===== src/rtl/xrbg_pkg.sv =====
// Package for the xoshiro random byte generator: constants and helper functions.
package xrbg_pkg;

   localparam int unsigned WORD_W  = 64;
   localparam int unsigned HALF_W  = WORD_W / 2;
   localparam int unsigned COUNT_W = 4;
   localparam int unsigned BYTES   = WORD_W / 8;

   // FNV-1a 64-bit
   localparam logic [WORD_W-1:0] FNV_BASIS = 64'hcbf29ce484222325;
   localparam logic [WORD_W-1:0] FNV_PRIME = 64'h00000100000001b3;

   // SplitMix64
   localparam logic [WORD_W-1:0] SM_GAMMA = 64'h9e3779b97f4a7c15;
   localparam logic [WORD_W-1:0] SM_MUL1  = 64'hbf58476d1ce4e5b9;
   localparam logic [WORD_W-1:0] SM_MUL2  = 64'h94d049bb133111eb;

   // xoshiro256** shift and rotate amounts
   localparam int unsigned XS_SHIFT = 17;
   localparam int unsigned XS_ROT   = 45;
   localparam int unsigned OUT_ROT  = 7;

   // request codes
   localparam logic REQ_GENERATE = 1'b0;
   localparam logic REQ_KEY      = 1'b1;

   // rotate left by a constant amount
   function automatic logic [WORD_W-1:0] rotl(input logic [WORD_W-1:0] v,
                                               input int unsigned n);
      rotl = (v << n) | (v >> (WORD_W - n));
   endfunction

   // keep the low cnt bytes, zero the rest
   function automatic logic [WORD_W-1:0] byte_mask(input logic [COUNT_W-1:0] cnt);
      logic [WORD_W-1:0] m;
      m = '0;
      for (int i = 0; i < BYTES; i++) begin
         if (COUNT_W'(i) < cnt) begin
            m[8*i +: 8] = 8'hff;
         end
      end
      byte_mask = m;
   endfunction

endpackage


===== src/rtl/xoshiro_random_byte_generator_unit.sv =====
// Top level of the xoshiro256** random byte generator with SplitMix64 and FNV-1a seeding.
//
// Usage: items enter on the req_ channel (valid/stall). A generate item (req_type 0)
// with a byte count of 1..8 (counts above 8 act as 8, a count of 0 is dropped with no
// result) advances the generator once and returns one item on the rsp_ channel:
// the output word little-endian, bytes beyond the count zeroed. Key items
// (req_type 1) fold their byte into an FNV-1a hash and return nothing; the last key
// item reseeds the generator from the hash and resets the hash.
// The SplitMix64 and FNV-1a multiplies run on one 32x32 multiplier in three passes
// (low x low, low x high, high x low) under a small sequencer.
// Sequencing: a generate item passes through ST_GEN1 and ST_GEN2 before rsp_valid is
// registered, and the next item is taken once the sequencer is back in ST_IDLE. A key
// item with a byte runs the three multiplier passes; a reseed (after reset, a csr write or
// the last key item) runs four SplitMix64 steps, during which req_stall is high.
// Reset: synchronous, active high; it loads the hash basis and starts the reseed
// from seed 0. A csr write restarts the reseed from the written value.
// When the receiver stalls, the result holds in the output register; the next
// item may already be taken, and a following generate waits for the register.
module xoshiro_random_byte_generator_unit (
   input  logic        clock,
   input  logic        reset,
   // configuration
   input  logic        csr_wr_en,
   input  logic [63:0] csr_wr_data,
   // request channel
   input  logic        req_valid,
   output logic        req_stall,
   input  logic        req_type,
   input  logic [3:0]  req_byte_count,
   input  logic [7:0]  req_key_byte,
   input  logic        req_key_byte_present,
   input  logic        req_key_last,
   // result channel
   output logic        rsp_valid,
   input  logic        rsp_stall,
   output logic [63:0] rsp_random_bytes,
   output logic [3:0]  rsp_valid_bytes
);

   localparam int unsigned W  = xrbg_pkg::WORD_W;
   localparam int unsigned HW = xrbg_pkg::HALF_W;
   localparam int unsigned CW = xrbg_pkg::COUNT_W;

   typedef enum logic [2:0] {
      ST_IDLE,
      ST_MIX_ADD,
      ST_MUL1,
      ST_MUL2,
      ST_MULK,
      ST_GEN1,
      ST_GEN2
   } state_type;

   state_type         state_ff, state_in;
   logic [1:0]        phase_ff, phase_in;
   logic [1:0]        idx_ff, idx_in;
   logic [W-1:0]      mix_ff, mix_in;
   logic [W-1:0]      hash_ff, hash_in;
   logic [W-1:0]      opa_ff, opa_in;
   logic [W-1:0]      acc_ff, acc_in;
   logic              last_ff, last_in;
   logic [CW-1:0]     cnt_ff, cnt_in;
   logic [W-1:0]      gen_ff [4];
   logic [W-1:0]      gen_in [4];
   logic              rsp_valid_ff, rsp_valid_in;
   logic [W-1:0]      rsp_bytes_ff, rsp_bytes_in;
   logic [CW-1:0]     rsp_cnt_ff, rsp_cnt_in;

   logic [W-1:0]      mul_b;
   logic [HW-1:0]     mul_x, mul_y;
   logic [W-1:0]      mul_p;
   logic              mul_done;
   logic [W-1:0]      mix_sum;
   logic [W-1:0]      xs_t;
   logic [W-1:0]      out_rot;
   logic              req_fire;
   logic              rsp_free;

   assign req_stall = (state_ff != ST_IDLE);
   assign req_fire  = req_valid && !req_stall;
   assign rsp_free  = !rsp_valid_ff || !rsp_stall;

   assign rsp_valid        = rsp_valid_ff;
   assign rsp_random_bytes = rsp_bytes_ff;
   assign rsp_valid_bytes  = rsp_cnt_ff;

   // shared multiplier: constant operand picked by state
   always_comb begin
      unique case (state_ff)
         ST_MUL1: mul_b = xrbg_pkg::SM_MUL1;
         ST_MUL2: mul_b = xrbg_pkg::SM_MUL2;
         ST_MULK: mul_b = xrbg_pkg::FNV_PRIME;
         default: mul_b = '0;
      endcase
   end

   // three passes give the low 64 bits of the 64x64 product
   always_comb begin
      case (phase_ff)
         2'd0:    begin mul_x = opa_ff[HW-1:0]; mul_y = mul_b[HW-1:0]; end
         2'd1:    begin mul_x = opa_ff[HW-1:0]; mul_y = mul_b[W-1:HW]; end
         default: begin mul_x = opa_ff[W-1:HW]; mul_y = mul_b[HW-1:0]; end
      endcase
      mul_p = W'(mul_x) * W'(mul_y);
      if (phase_ff == 2'd0) begin
         acc_in = mul_p;
      end else begin
         acc_in = acc_ff + {mul_p[HW-1:0], {HW{1'b0}}};
      end
      mul_done = (phase_ff == 2'd2);
   end

   assign mix_sum = mix_ff + xrbg_pkg::SM_GAMMA;
   assign xs_t    = gen_ff[1] << xrbg_pkg::XS_SHIFT;
   assign out_rot = xrbg_pkg::rotl(opa_ff, xrbg_pkg::OUT_ROT);

   // sequencer
   always_comb begin
      state_in     = state_ff;
      phase_in     = phase_ff;
      idx_in       = idx_ff;
      mix_in       = mix_ff;
      hash_in      = hash_ff;
      opa_in       = opa_ff;
      last_in      = last_ff;
      cnt_in       = cnt_ff;
      gen_in       = gen_ff;
      rsp_bytes_in = rsp_bytes_ff;
      rsp_cnt_in   = rsp_cnt_ff;
      rsp_valid_in = rsp_valid_ff && rsp_stall;

      unique case (state_ff)
         ST_IDLE: begin
            if (req_fire) begin
               if (req_type == xrbg_pkg::REQ_GENERATE) begin
                  if (req_byte_count != '0) begin
                     cnt_in   = (req_byte_count > CW'(xrbg_pkg::BYTES)) ?
                                CW'(xrbg_pkg::BYTES) : req_byte_count;
                     state_in = ST_GEN1;
                  end
               end else if (req_key_byte_present) begin
                  opa_in   = hash_ff ^ W'(req_key_byte);
                  last_in  = req_key_last;
                  phase_in = 2'd0;
                  state_in = ST_MULK;
               end else if (req_key_last) begin
                  mix_in   = hash_ff;
                  hash_in  = xrbg_pkg::FNV_BASIS;
                  idx_in   = 2'd0;
                  state_in = ST_MIX_ADD;
               end
            end
         end
         // SplitMix64 step: advance, then first xor-shift
         ST_MIX_ADD: begin
            mix_in   = mix_sum;
            opa_in   = mix_sum ^ (mix_sum >> 30);
            phase_in = 2'd0;
            state_in = ST_MUL1;
         end
         ST_MUL1: begin
            phase_in = phase_ff + 2'd1;
            if (mul_done) begin
               opa_in   = acc_in ^ (acc_in >> 27);
               phase_in = 2'd0;
               state_in = ST_MUL2;
            end
         end
         ST_MUL2: begin
            phase_in = phase_ff + 2'd1;
            if (mul_done) begin
               gen_in[idx_ff] = acc_in ^ (acc_in >> 31);
               phase_in       = 2'd0;
               idx_in         = idx_ff + 2'd1;
               state_in       = (idx_ff == 2'd3) ? ST_IDLE : ST_MIX_ADD;
            end
         end
         // FNV-1a multiply, then optional reseed
         ST_MULK: begin
            phase_in = phase_ff + 2'd1;
            if (mul_done) begin
               phase_in = 2'd0;
               if (last_ff) begin
                  mix_in   = acc_in;
                  hash_in  = xrbg_pkg::FNV_BASIS;
                  idx_in   = 2'd0;
                  state_in = ST_MIX_ADD;
               end else begin
                  hash_in  = acc_in;
                  state_in = ST_IDLE;
               end
            end
         end
         // state update; keep s1*5 for the output word
         ST_GEN1: begin
            opa_in    = gen_ff[1] + (gen_ff[1] << 2);
            gen_in[2] = gen_ff[2] ^ gen_ff[0] ^ xs_t;
            gen_in[3] = xrbg_pkg::rotl(gen_ff[3] ^ gen_ff[1], xrbg_pkg::XS_ROT);
            gen_in[1] = gen_ff[1] ^ gen_ff[2] ^ gen_ff[0];
            gen_in[0] = gen_ff[0] ^ gen_ff[3] ^ gen_ff[1];
            state_in  = ST_GEN2;
         end
         // form the output word once the output register is free
         ST_GEN2: begin
            if (rsp_free) begin
               rsp_bytes_in = (out_rot + (out_rot << 3)) & xrbg_pkg::byte_mask(cnt_ff);
               rsp_cnt_in   = cnt_ff;
               rsp_valid_in = 1'b1;
               state_in     = ST_IDLE;
            end
         end
         default: state_in = ST_IDLE;
      endcase

      // seed write restarts the expansion
      if (csr_wr_en) begin
         mix_in   = csr_wr_data;
         idx_in   = 2'd0;
         phase_in = 2'd0;
         state_in = ST_MIX_ADD;
      end
   end

   always_ff @(posedge clock) begin
      if (reset) begin
         state_ff     <= ST_MIX_ADD;
         phase_ff     <= 2'd0;
         idx_ff       <= 2'd0;
         mix_ff       <= '0;
         hash_ff      <= xrbg_pkg::FNV_BASIS;
         rsp_valid_ff <= 1'b0;
      end else begin
         state_ff     <= state_in;
         phase_ff     <= phase_in;
         idx_ff       <= idx_in;
         mix_ff       <= mix_in;
         hash_ff      <= hash_in;
         rsp_valid_ff <= rsp_valid_in;
      end
      opa_ff       <= opa_in;
      acc_ff       <= acc_in;
      last_ff      <= last_in;
      cnt_ff       <= cnt_in;
      gen_ff       <= gen_in;
      rsp_bytes_ff <= rsp_bytes_in;
      rsp_cnt_ff   <= rsp_cnt_in;
   end

endmodule


===== config.mk =====
export PLATFORM = sky130hd
export DESIGN_NAME = xoshiro_random_byte_generator_unit
export DESIGN_NICKNAME = d
export VERILOG_FILES = /design/src/rtl/xrbg_pkg.sv /design/src/rtl/xoshiro_random_byte_generator_unit.sv
export SDC_FILE = /design/constraint.sdc
export NUM_CORES = 2
export LEC_CHECK = 0
export ABC_AREA = 1
export ABC_CLOCK_PERIOD_IN_PS = 18500
export BUFFER_PORTS_ARGS = -buffer_cell sky130_fd_sc_hd__buf_2
export CAP_MARGIN = 20
export CORE_MARGIN = 3
export CORE_UTILIZATION = 37
export CTS_BUF_LIST = sky130_fd_sc_hd__clkbuf_8
export CTS_CLUSTER_DIAMETER = 60
export CTS_CLUSTER_SIZE = 14
export DETAILED_ROUTE_END_ITERATION = 8
export PLACE_DENSITY = 0.55
export SLEW_MARGIN = 25
export SYNTH_ARGS = -nofsm -noshare
export SYNTH_HDL_FRONTEND = slang
export SYNTH_SLANG_ARGS = --single-unit

===== constraint.sdc =====
create_clock -name clock -period 18.5 [get_ports clock]
set_input_delay 1.85 -clock clock [delete_from_list [all_inputs] [get_ports clock]]
set_output_delay 1.85 -clock clock [all_outputs]
set_load 0.05 [all_outputs]

* Word-level counts from Yosys, hierarchy flattened
Index checks and enable logic that the tools add are counted.
** Word-level totals
- Bits in latches :: 0
- Memory bits (writable) :: 0
- Register bits :: 593
- Logic and storage cells :: 187
- Bits in read-only memories :: 0
- Memories kept :: 0
- Output and inout port bits :: 70
** Operators by class
- Reductions and logical operators :: 30
- Equal/unequal tests :: 27
- Muxes and demuxes :: 80
- Shift-type cells :: 0
- $lt $le $gt $ge :: 11
- Divide/modulo/power cells :: 0
- $add $sub $neg :: 6
- $mul :: 1
- Bitwise operators :: 16
** Operators by type and width (number)
- $mux 64 :: 19
- $pmux 256 s2 :: 1
- $xor 64x64->64 :: 7
- $pmux 64 s3 :: 2
- $bwmux 256 :: 1
- $mux 256 :: 1
- $pmux 64 s4 :: 1
- $add 64x64->64 :: 3
- $mux 8 :: 24
- $demux 64 s2 :: 1
- $pmux 64 s2 :: 1
- $add 64x64->64 const B :: 1
- $and 64x64->64 :: 1
- $mul 32x32->64 :: 1
- $mux 32 :: 2
- $or 64x45->64 :: 1
- $or 64x7->64 :: 1
- $xor 64x33->64 :: 1
- $xor 64x34->64 :: 1
- $xor 64x37->64 :: 1
- $xor 64x8->64 :: 1
- $mux 3 :: 9
- $mux 2 :: 11
- $ne 3x3->1 const B :: 7
- other kinds (35) :: 72

* Longest topological paths before layout
- Depth in word-level cells :: 10
- Gate-level depth with buffers :: 53
- Depth with buffers taken out :: 51

* Worst setup path before layout
No wires, ideal clock.
- Kind :: reg2reg
- From :: register state_ff[2]
- To :: register gen_ff[95] (netlist name), data pin
- Path slack :: 9.701 ns
- Path buffers :: 3
- Data required time :: 18.247 ns
- Clock period less this slack :: 8.799 ns
- Setup time :: 0.253 ns
- Arrival time :: 8.546 ns
- Cell stages (with the launch flop) :: 44
- Cell sequence :: dfxtp_1 -> buf_2 -> inv_2 -> nor2_1 -> buf_2 -> nor2_1 -> a21oi_1 -> buf_2 -> nand2_1 -> fa_1 -> inv_1 -> fa_1 -> fa_1 -> inv_1 -> fa_1 -> inv_1 -> fa_1 -> inv_1 -> [... 8 more ...] -> nor2_1 -> nand2_1 -> nor3_1 -> nand2_1 -> nand3b_2 -> xor2_1 -> ha_1 -> inv_1 -> o21bai_1 -> nand3_1 -> nand3_1 -> a21oi_1 -> nand2_1 -> o21ai_0 -> nand2_4 -> xor2_2 -> nand2_1 -> nand2_1
** RTL lines
- start, declared :: line xoshiro_random_byte_generator_unit.sv:54 : state_type state_ff, state_in;
- start signal, assigned :: line xoshiro_random_byte_generator_unit.sv:233 : state_ff <= state_in;
- end signal, assigned :: line xoshiro_random_byte_generator_unit.sv:244 : gen_ff <= gen_in;
- end, declared :: line xoshiro_random_byte_generator_unit.sv:63 : logic [W-1:0] gen_ff [4];

==> qor.csv <==
metric;value;unit
clk_pin_slew;90;ps
worstPathArrival;13190;ps
port_buffers;153;
ff2ff_setup_slack;5890;ps
hold_violations;0;
clock-sinks;593;
drc;0;
synth_top_area_share;0.225;
clk_path_buf_depth;3;
crit_fanout;32;
r2r_end;gen_ff[217];
place.gp.congestion;1.09;
cts_tree;yes;
hold_class;flip-flop to flip-flop;
h-tree-depth;3;
synth_cells;9836;
crit_slowest_cell;nor3_2;
yosysTopAreaCell;fa_1;
tns;0;ps
die_y;454;um
worst_pin_slew;1170;ps
ys_types;74;
first_pass_iters;7;
vias;70000;
grt.overflow.total;0;
fin_area;0.0797;mm^2
num_io_pins;154;
crit_end;gen_ff[217];
cp_slowest_stage_delay;770;ps
fin_crit_sh;0.681;
grt_antenna_before_repair;24;
cts_root_buffer;clkbuf_8;
nets;11300;
yosys-top-cells-area;fa_1 (23%), edfxtp_1 (16%), nand2_1 (11%);
maxCapViolCount;0;
grt_start_max_net_pins;97;
die_w;454;um
rsz0062_at_grt;false;
yosys_warnings;0;
drv_slew;0;
start_util;0.374;
netlist_top_cells_count;nand2_1 (2084), inv_1 (1787), nor2_1 (1191);
setup_viol;0;
vias_per_cell;5.55;
syn_area_per_cell;7.55;um^2
rows;163;
yosysMostFrequentCell;nand2_1;
synthFlopType;edfxtp_1;
drive_gt1_frac;0.0654;
reg2reg_depth;44;
first_global_vias;68900;
drt-total-wl;367;mm
synth_area;0.0742;mm^2
worstReg2RegStart;state_ff[2];
setup.worst_path.start;state_ff[2];
cts_resized;0;
async_flop_share;0;
synth-edff-count;393;
core-area;0.198;mm^2
cts_made_buffers;72;
first_iter_violations;8417;
grt_pass1_wl;512;mm
cpMostUsedCell;inv_1;
crit_required;19080;ps
synth_seq_cells;593;
place_area;0.0781;mm^2
fmax;0.0793;GHz
slew_headroom;0.213;
drtAntennaViolNets;0;
wire_per_inst;29.1;um
whs;471;ps
hpwl;308;mm
outcome;finished, final reports clean;
syn_nets;11200;
grt_usage;0.350;
crit_type;flip-flop to flip-flop;
cts_hold_buf;0;
cp-start-kind;flip-flop;
yosysSeqAreaShare;0.213;
endpoint_kind;flip-flop;
insertion_delay;860;ps
die_area;0.206;mm^2
area_delta_synth_final;7.32;%
post_cts_buffers;0;
finClkSkew;66.9;ps
layout_min_cycle_time;12610;ps
nFillCells;20800;
logic make-up (layout without fill, tap and decap cells):
family | after synthesis | after routing | share of synthesized area
AND/OR/NAND/NOR | 4098 | 4098 | 0.229
buffers and inverters | 2074 | 2195 | 0.106
AO/OA/AOI/OAI | 1486 | 1486 | 0.112
adder cells (fa/ha/maj) | 1314 | 1314 | 0.306
flip-flops | 593 | 593 | 0.213
XOR/XNOR | 271 | 271 | 0.0333
other | 0 | 7 | 0
area by class of cell:
class | count | area, um^2 | area share
clock inverters | 55 | 526 | 0.00659
diodes | 7 | 17.5 | 0.000220
well taps | 2640 | 3300 | 0.0415
repair buffers | 240 | 1440 | 0.0181
flip-flops and latches | 593 | 15800 | 0.198
clock buffers | 76 | 1050 | 0.0131
multi-input cells | 7169 | 50700 | 0.636
inverters | 1824 | 6850 | 0.0860
routing by layer:
metal	GRT usage	up-vias	part of all wire
met2	0.542	3633	0.44
met5	0	-	0.00013
met4	0.192	8	0.068
li1	-	31200	-
met3	0.0822	790	0.099
met1	0.451	34300	0.39
how the worst min path moves through the flow:
stage           startpoint                  to  slack (ps)  depth (start not counted)
3_3_place_gp     cnt_ff[2]  rsp_valid_bytes[2]         450                          0
6_report       hash_ff[29]         hash_ff[29]         470                          2
4_1_cts        hash_ff[29]         hash_ff[29]         470                          2
2_1_floorplan    cnt_ff[3]  rsp_valid_bytes[3]         420                          0
3_5_place_dp   hash_ff[29]         hash_ff[29]         460                          2
5_1_grt        hash_ff[33]         hash_ff[33]         500                          2
state kept, by name, summed over array words and instances (netlist names):
name              flops
state_ff              3
opa_ff               64
rsp_random_bytes     64
gen_ff              256
last_ff               1
rsp_valid             1
cnt_ff                4
phase_ff              2
hash_ff              64
mix_ff               64
idx_ff                2
rsp_valid_bytes       4
acc_ff               64
placed cells by master (no fill, tap or decap), drive strengths merged, types with 27 or more instances in the layout:
cell type / instances
a21o: 40
a21oi: 539
a31oi: 48
buf: 240
clkbuf: 76
clkinv: 27
dfxtp: 200
edfxtp: 393
fa: 836
ha: 478
inv: 1848
nand2: 2135
nand3: 469
nand4: 88
nor2: 1223
nor3: 64
o21ai: 590
o21bai: 46
o22ai: 113
or2: 71
xnor2: 63
xor2: 208
stage by stage:
step,std cells,worst slack (ps),util
6_report,12600,5890,0.402
5_1_grt,12600,5530,0.402
4_1_cts,12600,6120,0.401
3_5_place_dp,12500,6140,0.393
3_3_place_gp,12500,6230,0.393
2_1_floorplan,9836,9700,-
critical path, delay by kind of cell (launching register included):
kind	cells	cell delay (ps)
adders and majority gates	10	4690
AOI/OAI and AO/OA	3	540
xor gates and xnor gates	2	700
DFF	1	420
and+or+nand+nor	13	4070
buffers and inverters	16	1930
Power is left out: the tool's default activity adds up to more than one toggle a clock period on the data nets, which glitch-free logic cannot reach.
